[src/design/rotation_inverse_mapper_unit_macros.svh]
// Assertion macros shared by the rotation inverse mapper RTL.
// Every macro samples on clk and is disabled while rst_n is low.
`ifndef ROTATION_INVERSE_MAPPER_UNIT_MACROS_SVH
`define ROTATION_INVERSE_MAPPER_UNIT_MACROS_SVH

// The consequent must hold in the same cycle as the antecedent.
`define RIM_ASSERT_NOW(lbl, ante, cons) \
    lbl: assert property (@(posedge clk) disable iff (!rst_n) (ante) |-> (cons)) \
        else $error("rotation inverse mapper: same-cycle check failed");

// The consequent must hold in the cycle after the antecedent.
`define RIM_ASSERT_NEXT(lbl, ante, cons) \
    lbl: assert property (@(posedge clk) disable iff (!rst_n) (ante) |=> (cons)) \
        else $error("rotation inverse mapper: next-cycle check failed");

`endif

[src/design/rim_pkg.sv]
// Package for the rotation inverse mapper: field widths, fixed-point format,
// register indexes and reset values. No dependencies.
package rim_pkg;

    localparam int FRAC_BITS  = 14;
    localparam int MAX_DIM    = 4096;
    localparam int COORD_W    = 12;
    localparam int DIM_W      = 13;
    localparam int COEF_W     = 16;
    localparam int DELTA_W    = COORD_W + 1;
    localparam int PROD_W     = COEF_W + DELTA_W;
    localparam int SUM_W      = PROD_W + 1;
    localparam int POS_W      = SUM_W - FRAC_BITS + 1;
    localparam int CFG_ADDR_W = 3;
    localparam int CFG_DATA_W = 16;
    localparam int IN_DATA_W  = 2 * COORD_W;
    localparam int OUT_DATA_W = 2 * COORD_W;

    localparam logic [COEF_W-1:0] COS_RESET = COEF_W'(1 << FRAC_BITS);
    localparam logic [COEF_W-1:0] SIN_RESET = '0;
    localparam logic [DIM_W-1:0]  DIM_RESET = DIM_W'(MAX_DIM);

    typedef enum logic [CFG_ADDR_W-1:0] {
        REG_COS   = 3'd0,
        REG_SIN   = 3'd1,
        REG_SRC_W = 3'd2,
        REG_SRC_H = 3'd3,
        REG_DST_W = 3'd4,
        REG_DST_H = 3'd5
    } cfg_reg_t;

endpackage

[src/design/rim_coord.sv]
// One output coordinate of the inverse mapping: a registered pair of products,
// then sum, ceiling shift and source center. Depends on rim_pkg.
module rim_coord
(
    input  logic                                clk,
    input  logic                                load,
    input  logic signed [rim_pkg::COEF_W-1:0]   coef_a,
    input  logic signed [rim_pkg::COEF_W-1:0]   coef_b,
    input  logic signed [rim_pkg::DELTA_W-1:0]  delta_a,
    input  logic signed [rim_pkg::DELTA_W-1:0]  delta_b,
    input  logic                                sub_b,
    input  logic        [rim_pkg::COORD_W-1:0]  center,
    output logic signed [rim_pkg::POS_W-1:0]    pos
);

    logic signed [rim_pkg::PROD_W-1:0] prod_a_reg;
    logic signed [rim_pkg::PROD_W-1:0] prod_b_reg;
    logic signed [rim_pkg::PROD_W-1:0] prod_a_next;
    logic signed [rim_pkg::PROD_W-1:0] prod_b_next;
    logic signed [rim_pkg::SUM_W-1:0]  sum;
    logic signed [rim_pkg::SUM_W-1:0]  rounded;
    logic signed [rim_pkg::SUM_W-rim_pkg::FRAC_BITS-1:0] quot;

    assign prod_a_next = coef_a * delta_a;
    assign prod_b_next = coef_b * delta_b;

    always_ff @(posedge clk)
    begin
        if (load)
        begin
            prod_a_reg <= prod_a_next;
            prod_b_reg <= prod_b_next;
        end
    end

    // Adding one less than the scale before the floor shift gives the ceiling
    // for both signs of the sum.
    always_comb
    begin
        if (sub_b)
            sum = rim_pkg::SUM_W'(prod_a_reg) - rim_pkg::SUM_W'(prod_b_reg);
        else
            sum = rim_pkg::SUM_W'(prod_a_reg) + rim_pkg::SUM_W'(prod_b_reg);
        rounded = sum + rim_pkg::SUM_W'((1 << rim_pkg::FRAC_BITS) - 1);
        quot    = $signed(rounded[rim_pkg::SUM_W-1:rim_pkg::FRAC_BITS]);
        pos     = rim_pkg::POS_W'(quot) + rim_pkg::POS_W'($signed({1'b0, center}));
    end

endmodule

[src/design/rotation_inverse_mapper_unit.sv]
// Top level of the rotation inverse mapper: configuration registers and the
// three-stage item pipeline, whose last stage is the output register. Depends on
// rim_pkg, rim_coord and rotation_inverse_mapper_unit_macros.svh.
//
// Usage: software writes the cosine and sine of the negated angle (signed Q1.14)
// and the source and destination sizes through cfg_we/cfg_addr/cfg_wdata while
// no item is in flight. Each destination pixel enters on s_axis as one item
// (tdata = dst_y:dst_x); the matching source pixel leaves on m_axis with
// tdata = src_y:src_x and tuser = inside flag. Outside points give 0, 0, 0.
// An accepted item passes through an input register, a product register fed by
// four 16x13 multipliers, and the output register. Throughput is one item per
// cycle while m_axis_tready is high; the multiplier stage sets the clock limit.
// Each stage has its own valid bit and advances whenever the stage after it is
// empty or moving, so a stalled receiver holds the output and backs the stages
// up one by one; s_axis_tready falls only once all three stages are full.
// Reset empties the pipeline and loads identity rotation and 4096 x 4096 sizes.
`include "rotation_inverse_mapper_unit_macros.svh"

module rotation_inverse_mapper_unit
(
    input  logic                               clk,
    input  logic                               rst_n,
    input  logic                               s_axis_tvalid,
    output logic                               s_axis_tready,
    input  logic [rim_pkg::IN_DATA_W-1:0]      s_axis_tdata,   // dst_x, dst_y
    output logic                               m_axis_tvalid,
    input  logic                               m_axis_tready,
    output logic [rim_pkg::OUT_DATA_W-1:0]     m_axis_tdata,   // src_x, src_y
    output logic                               m_axis_tuser,   // inside_res
    input  logic                               cfg_we,
    input  logic [rim_pkg::CFG_ADDR_W-1:0]     cfg_addr,
    input  logic [rim_pkg::CFG_DATA_W-1:0]     cfg_wdata
);

    logic [rim_pkg::COEF_W-1:0]  cos_reg;
    logic [rim_pkg::COEF_W-1:0]  sin_reg;
    logic [rim_pkg::DIM_W-1:0]   src_w_reg;
    logic [rim_pkg::DIM_W-1:0]   src_h_reg;
    logic [rim_pkg::DIM_W-1:0]   dst_w_reg;
    logic [rim_pkg::DIM_W-1:0]   dst_h_reg;

    logic                          v1_reg;
    logic                          v2_reg;
    logic                          out_valid_reg;
    logic [rim_pkg::COORD_W-1:0]   x1_reg;
    logic [rim_pkg::COORD_W-1:0]   y1_reg;
    logic [rim_pkg::COORD_W-1:0]   src_x_reg;
    logic [rim_pkg::COORD_W-1:0]   src_y_reg;
    logic                          inside_reg;
    logic [rim_pkg::COORD_W-1:0]   src_x_next;
    logic [rim_pkg::COORD_W-1:0]   src_y_next;
    logic                          inside_next;

    logic ready1;
    logic ready2;
    logic ready3;

    logic signed [rim_pkg::DELTA_W-1:0] dx;
    logic signed [rim_pkg::DELTA_W-1:0] dy;
    logic signed [rim_pkg::POS_W-1:0]   sx;
    logic signed [rim_pkg::POS_W-1:0]   sy;
    logic        [rim_pkg::DIM_W-1:0]   lim_x;
    logic        [rim_pkg::DIM_W-1:0]   lim_y;

    // Configuration writes; indexes beyond the list are ignored.
    always_ff @(posedge clk or negedge rst_n)
    begin
        if (!rst_n)
        begin
            cos_reg   <= rim_pkg::COS_RESET;
            sin_reg   <= rim_pkg::SIN_RESET;
            src_w_reg <= rim_pkg::DIM_RESET;
            src_h_reg <= rim_pkg::DIM_RESET;
            dst_w_reg <= rim_pkg::DIM_RESET;
            dst_h_reg <= rim_pkg::DIM_RESET;
        end
        else if (cfg_we)
        begin
            case (rim_pkg::cfg_reg_t'(cfg_addr))
                rim_pkg::REG_COS:   cos_reg   <= cfg_wdata;
                rim_pkg::REG_SIN:   sin_reg   <= cfg_wdata;
                rim_pkg::REG_SRC_W: src_w_reg <= cfg_wdata[rim_pkg::DIM_W-1:0];
                rim_pkg::REG_SRC_H: src_h_reg <= cfg_wdata[rim_pkg::DIM_W-1:0];
                rim_pkg::REG_DST_W: dst_w_reg <= cfg_wdata[rim_pkg::DIM_W-1:0];
                rim_pkg::REG_DST_H: dst_h_reg <= cfg_wdata[rim_pkg::DIM_W-1:0];
                default: ;
            endcase
        end
    end

    assign ready3        = !out_valid_reg || m_axis_tready;
    assign ready2        = !v2_reg || ready3;
    assign ready1        = !v1_reg || ready2;
    assign s_axis_tready = ready1;

    always_ff @(posedge clk or negedge rst_n)
    begin
        if (!rst_n)
        begin
            v1_reg        <= 1'b0;
            v2_reg        <= 1'b0;
            out_valid_reg <= 1'b0;
        end
        else
        begin
            if (ready1)
                v1_reg <= s_axis_tvalid;
            if (ready2)
                v2_reg <= v1_reg;
            if (ready3)
                out_valid_reg <= v2_reg;
        end
    end

    always_ff @(posedge clk)
    begin
        if (ready1 && s_axis_tvalid)
        begin
            x1_reg <= s_axis_tdata[rim_pkg::COORD_W-1:0];
            y1_reg <= s_axis_tdata[2*rim_pkg::COORD_W-1:rim_pkg::COORD_W];
        end
        if (ready3 && v2_reg)
        begin
            src_x_reg  <= src_x_next;
            src_y_reg  <= src_y_next;
            inside_reg <= inside_next;
        end
    end

    // Offsets from the destination center, which is the size halved.
    assign dx = $signed({1'b0, x1_reg}) - $signed({1'b0, dst_w_reg[rim_pkg::DIM_W-1:1]});
    assign dy = $signed({1'b0, y1_reg}) - $signed({1'b0, dst_h_reg[rim_pkg::DIM_W-1:1]});

    rim_coord u_coord_x
    (
        .clk     (clk),
        .load    (ready2 && v1_reg),
        .coef_a  ($signed(cos_reg)),
        .coef_b  ($signed(sin_reg)),
        .delta_a (dx),
        .delta_b (dy),
        .sub_b   (1'b0),
        .center  (src_w_reg[rim_pkg::DIM_W-1:1]),
        .pos     (sx)
    );

    rim_coord u_coord_y
    (
        .clk     (clk),
        .load    (ready2 && v1_reg),
        .coef_a  ($signed(cos_reg)),
        .coef_b  ($signed(sin_reg)),
        .delta_a (dy),
        .delta_b (dx),
        .sub_b   (1'b1),
        .center  (src_h_reg[rim_pkg::DIM_W-1:1]),
        .pos     (sy)
    );

    // Source sizes above the largest image are clipped for the inside test.
    always_comb
    begin
        lim_x = (src_w_reg > rim_pkg::DIM_RESET) ? rim_pkg::DIM_RESET : src_w_reg;
        lim_y = (src_h_reg > rim_pkg::DIM_RESET) ? rim_pkg::DIM_RESET : src_h_reg;
        inside_next = !sx[rim_pkg::POS_W-1] && !sy[rim_pkg::POS_W-1]
            && (sx < $signed({{(rim_pkg::POS_W-rim_pkg::DIM_W){1'b0}}, lim_x}))
            && (sy < $signed({{(rim_pkg::POS_W-rim_pkg::DIM_W){1'b0}}, lim_y}));
        src_x_next = inside_next ? sx[rim_pkg::COORD_W-1:0] : '0;
        src_y_next = inside_next ? sy[rim_pkg::COORD_W-1:0] : '0;
    end

    assign m_axis_tvalid = out_valid_reg;
    assign m_axis_tdata  = {src_y_reg, src_x_reg};
    assign m_axis_tuser  = inside_reg;

    `RIM_ASSERT_NOW(a_outside_zero, m_axis_tvalid && !m_axis_tuser, m_axis_tdata == '0)
    `RIM_ASSERT_NEXT(a_accept_fills, s_axis_tvalid && s_axis_tready, v1_reg)
    `RIM_ASSERT_NOW(a_empty_ready, !v1_reg, s_axis_tready)
    `RIM_ASSERT_NEXT(a_stage2_hold, v2_reg && !ready2, v2_reg)

endmodule
[config.mk]
export PLATFORM = sky130hd
export DESIGN_NAME = rotation_inverse_mapper_unit
export DESIGN_NICKNAME = d
export VERILOG_FILES = /design/src/design/rim_pkg.sv /design/src/design/rim_coord.sv /design/src/design/rotation_inverse_mapper_unit.sv
export VERILOG_INCLUDE_DIRS = /design/src /design/src/design
export SDC_FILE = /design/constraint.sdc
export NUM_CORES = 2
export LEC_CHECK = 0
export BUFFER_PORTS_ARGS = -buffer_cell sky130_fd_sc_hd__clkbuf_2
export CORE_MARGIN = 2
export CORE_UTILIZATION = 67
export CTS_CLUSTER_SIZE = 28
export DETAILED_ROUTE_END_ITERATION = 7
export GPL_ROUTABILITY_DRIVEN = 0
export HOLD_SLACK_MARGIN = 0.08
export PLACE_DENSITY = 0.84
export SYNTH_ARGS = -nofsm -noshare
export SYNTH_HDL_FRONTEND = slang
export SYNTH_SLANG_ARGS = --single-unit
[constraint.sdc]
create_clock -name clk -period 11.9 [get_ports clk]
set_input_delay 1.19 -clock clk [delete_from_list [all_inputs] [get_ports clk]]
set_output_delay 1.19 -clock clk [all_outputs]
set_load 0.05 [all_outputs]
==> impl_metrics.csv <==
group,metric,value,unit
status,outcome,"finished, final reports clean",
grt,globalRouteOverflowTotal,0,
routing,drtAntennaViolNets,0,
routing,drc,0,
synthesis,avgSynthCellArea,9.91,µm²
final_layout,nets,5670,
clock_tree,clockRootBuffer,"clkbuf_16",
synthesis,syn_nets,5692,
timing,setup_viol,0,
synthesis,yosys.area.top_type_share,0.361,
routing,drtPass1Iterations,8,
timing,period_needed,10.37,ns
final_layout,multi_input_area,32800,µm²
synthesis,synth_edf_count,165,
timing,setup_ws,1.53,ns
timing,hold_violations,0,
routing,vias,31000,
synthesis,synth-seq-cells,250,
clock_tree,clock_sinks,250,
clock_tree,cts_buffers,34,
setup_path,worstSetupPathType,"reg -> reg",
setup_path,slowest_stage,"xnor2_2",
setup_path,start_kind,"flip-flop",
setup_path,slowest_delay,0.91,ns
clock_tree,cts_setup_buffers,0,
synthesis,synthFlopType,"edfxtp_1",
grt,grt_pass1_wl,171,mm
final_layout,diodes,0,
synthesis,synth_area_leaders,"fa_1 (36%), ha_1 (14%), edfxtp_1 (11%)",
die,die_area,67000,µm²
setup_path,critPathRequiredTime,12.21,ns
routing,wl_per_cell,19.5,µm
clock_tree,cts_tree,"done",
routing,viasPerCell,5.91,
synthesis,synth_top_area_cell,"fa_1",
grt,grt_start_max_net_pins,61,
final_layout,area_growth,5.44,%
timing,fin_worst_skew,0.0266,ns
timing,relSlewSlack,0.140,
timing,fin_crit_sh,0.872,
grt,antenna_found_initial,1,
synthesis,synthCells,4386,
placement,port_buffers,74,
die,rows,93,
synthesis,yosys_warnings,0,
routing,drt_iter0_drc,2673,
die,top_level_ports,75,
final_layout,final_cell_mix,"inv_1 (812), fa_1 (784), nand2_1 (521)",
synthesis,yosysUniqueCellTypes,75,
routing,wl,102,mm
final_layout,utilization,0.713,
die,start_util,0.676,
placement,post-dp-hpwl,76.9,mm
grt,grt_pass1_vias,33300,
clock_tree,cts_hold_buf,0,
synthesis,synth-async-reset-ratio,0.340,
job,drv_cap,0,
synthesis,syn_area,43500,µm²
clock_tree,htreeDepth,2,
timing,tightest_slew,1.29,ns
clock_tree,cts_resized,0,
final_layout,final_common_cell,"inv_1",
worst_hold_path,hp-class,"reg -> reg",
clock_tree,cts.path.max_buffers,3,
timing,fmax,96.4,MHz
final_layout,regArea,7090,µm²
timing,rsz0062_at_grt,"false",
final_layout,drive_gt1_frac,0.0727,
synthesis,yosysSeqAreaShare,0.163,
die,dieHeight,259,µm
die,coreArea,64300,µm²
timing,holdWs,0.507,ns
setup_path,cp_max_fo,19,
clock_tree,insertion_delay,0.57,ns
grt,grtUsageTotal,0.323,
timing,slew_viol_final,0,
die,die_w,259,µm
setup_path,worstPathArrival,10.69,ns
clock_tree,path_clk_slew,0.06,ns
timing,tns,0,ns
final_layout,fillCellCount,4397,
setup_path,endpoint_kind,"flip-flop",
placement,pre_cts_slack,1.91,ns
kinds of logic (layout without fill, tap and decap cells):
group | count (synthesis) | count (layout) | synth area share
AND/OR/NAND/NOR | 1274 | 1274 | 0.145
adder cells (fa/ha/maj) | 1258 | 1258 | 0.497
buffers and inverters | 988 | 992 | 0.0857
AO/OA/AOI/OAI | 371 | 371 | 0.0559
flip-flops | 250 | 250 | 0.163
XOR/XNOR | 173 | 173 | 0.0348
multiplexers | 72 | 72 | 0.0185
area by class of cell:
cell class	instances	area share
Multi-Input combinational cell	3148	0.716
Timing Repair Buffer	118	0.0153
Tap cell	855	0.0233
Sequential cell	250	0.155
Inverter	812	0.0665
Clock inverter	21	0.00524
Clock buffer	41	0.0191
path summary, 6_finish.rpt:
kind | from | slack, ns | endpoint | cells after the start
worst max-delay path | dst_h_reg[1] | 1.53 | u_coord_x.prod_b_reg[27] | 33
worst min-delay path | dst_h_reg[9] | 0.51 | dst_h_reg[9] | 1
worst max register to register | dst_h_reg[1] | 1.53 | u_coord_x.prod_b_reg[27] | 33
worst min register to register | dst_h_reg[9] | 0.51 | dst_h_reg[9] | 1
max in group asynchronous | rst_n | 10.16 | cos_reg[15] | 2
min in group asynchronous | rst_n | 0.54 | dst_w_reg[8] | 1
synth_stat cells (90+ instances only):
| cell type | number |
|---|---|
| clkbuf_1 | 162 |
| nor2_1 | 182 |
| o21ai_0 | 90 |
| a21oi_1 | 105 |
| nand2_1 | 521 |
| and2_1 | 239 |
| inv_1 | 812 |
| fa_1 | 784 |
| nor2b_1 | 97 |
| edfxtp_1 | 165 |
| xnor2_1 | 139 |
| ha_1 | 474 |
critical path: cells and delay by family (launching register included):
kind	cells	cell delay, ns
buf+inv	5	0.56
flops	1	0.39
simple gates	3	0.54
fa+ha+maj	9	3.48
xor+xnor	2	0.99
compound gates	14	4.14
routing by layer:
layer,GRT usage,part of all wire
met5,0,0.00013
met4,0.178,0.068
met3,0.0516,0.082
met2,0.523,0.46
met1,0.420,0.38
stage by stage:
stage | area [µm²] | cells
2_1_floorplan | 43500 | 4386
3_3_place_gp | 44700 | 5183
3_5_place_dp | 44700 | 5183
4_1_cts | 45800 | 5245
5_1_grt | 45800 | 5245
6_report | 45800 | 5245
Power is not shown: default switching activity piles up to over one toggle a cycle in this logic, so the estimate is an artifact.
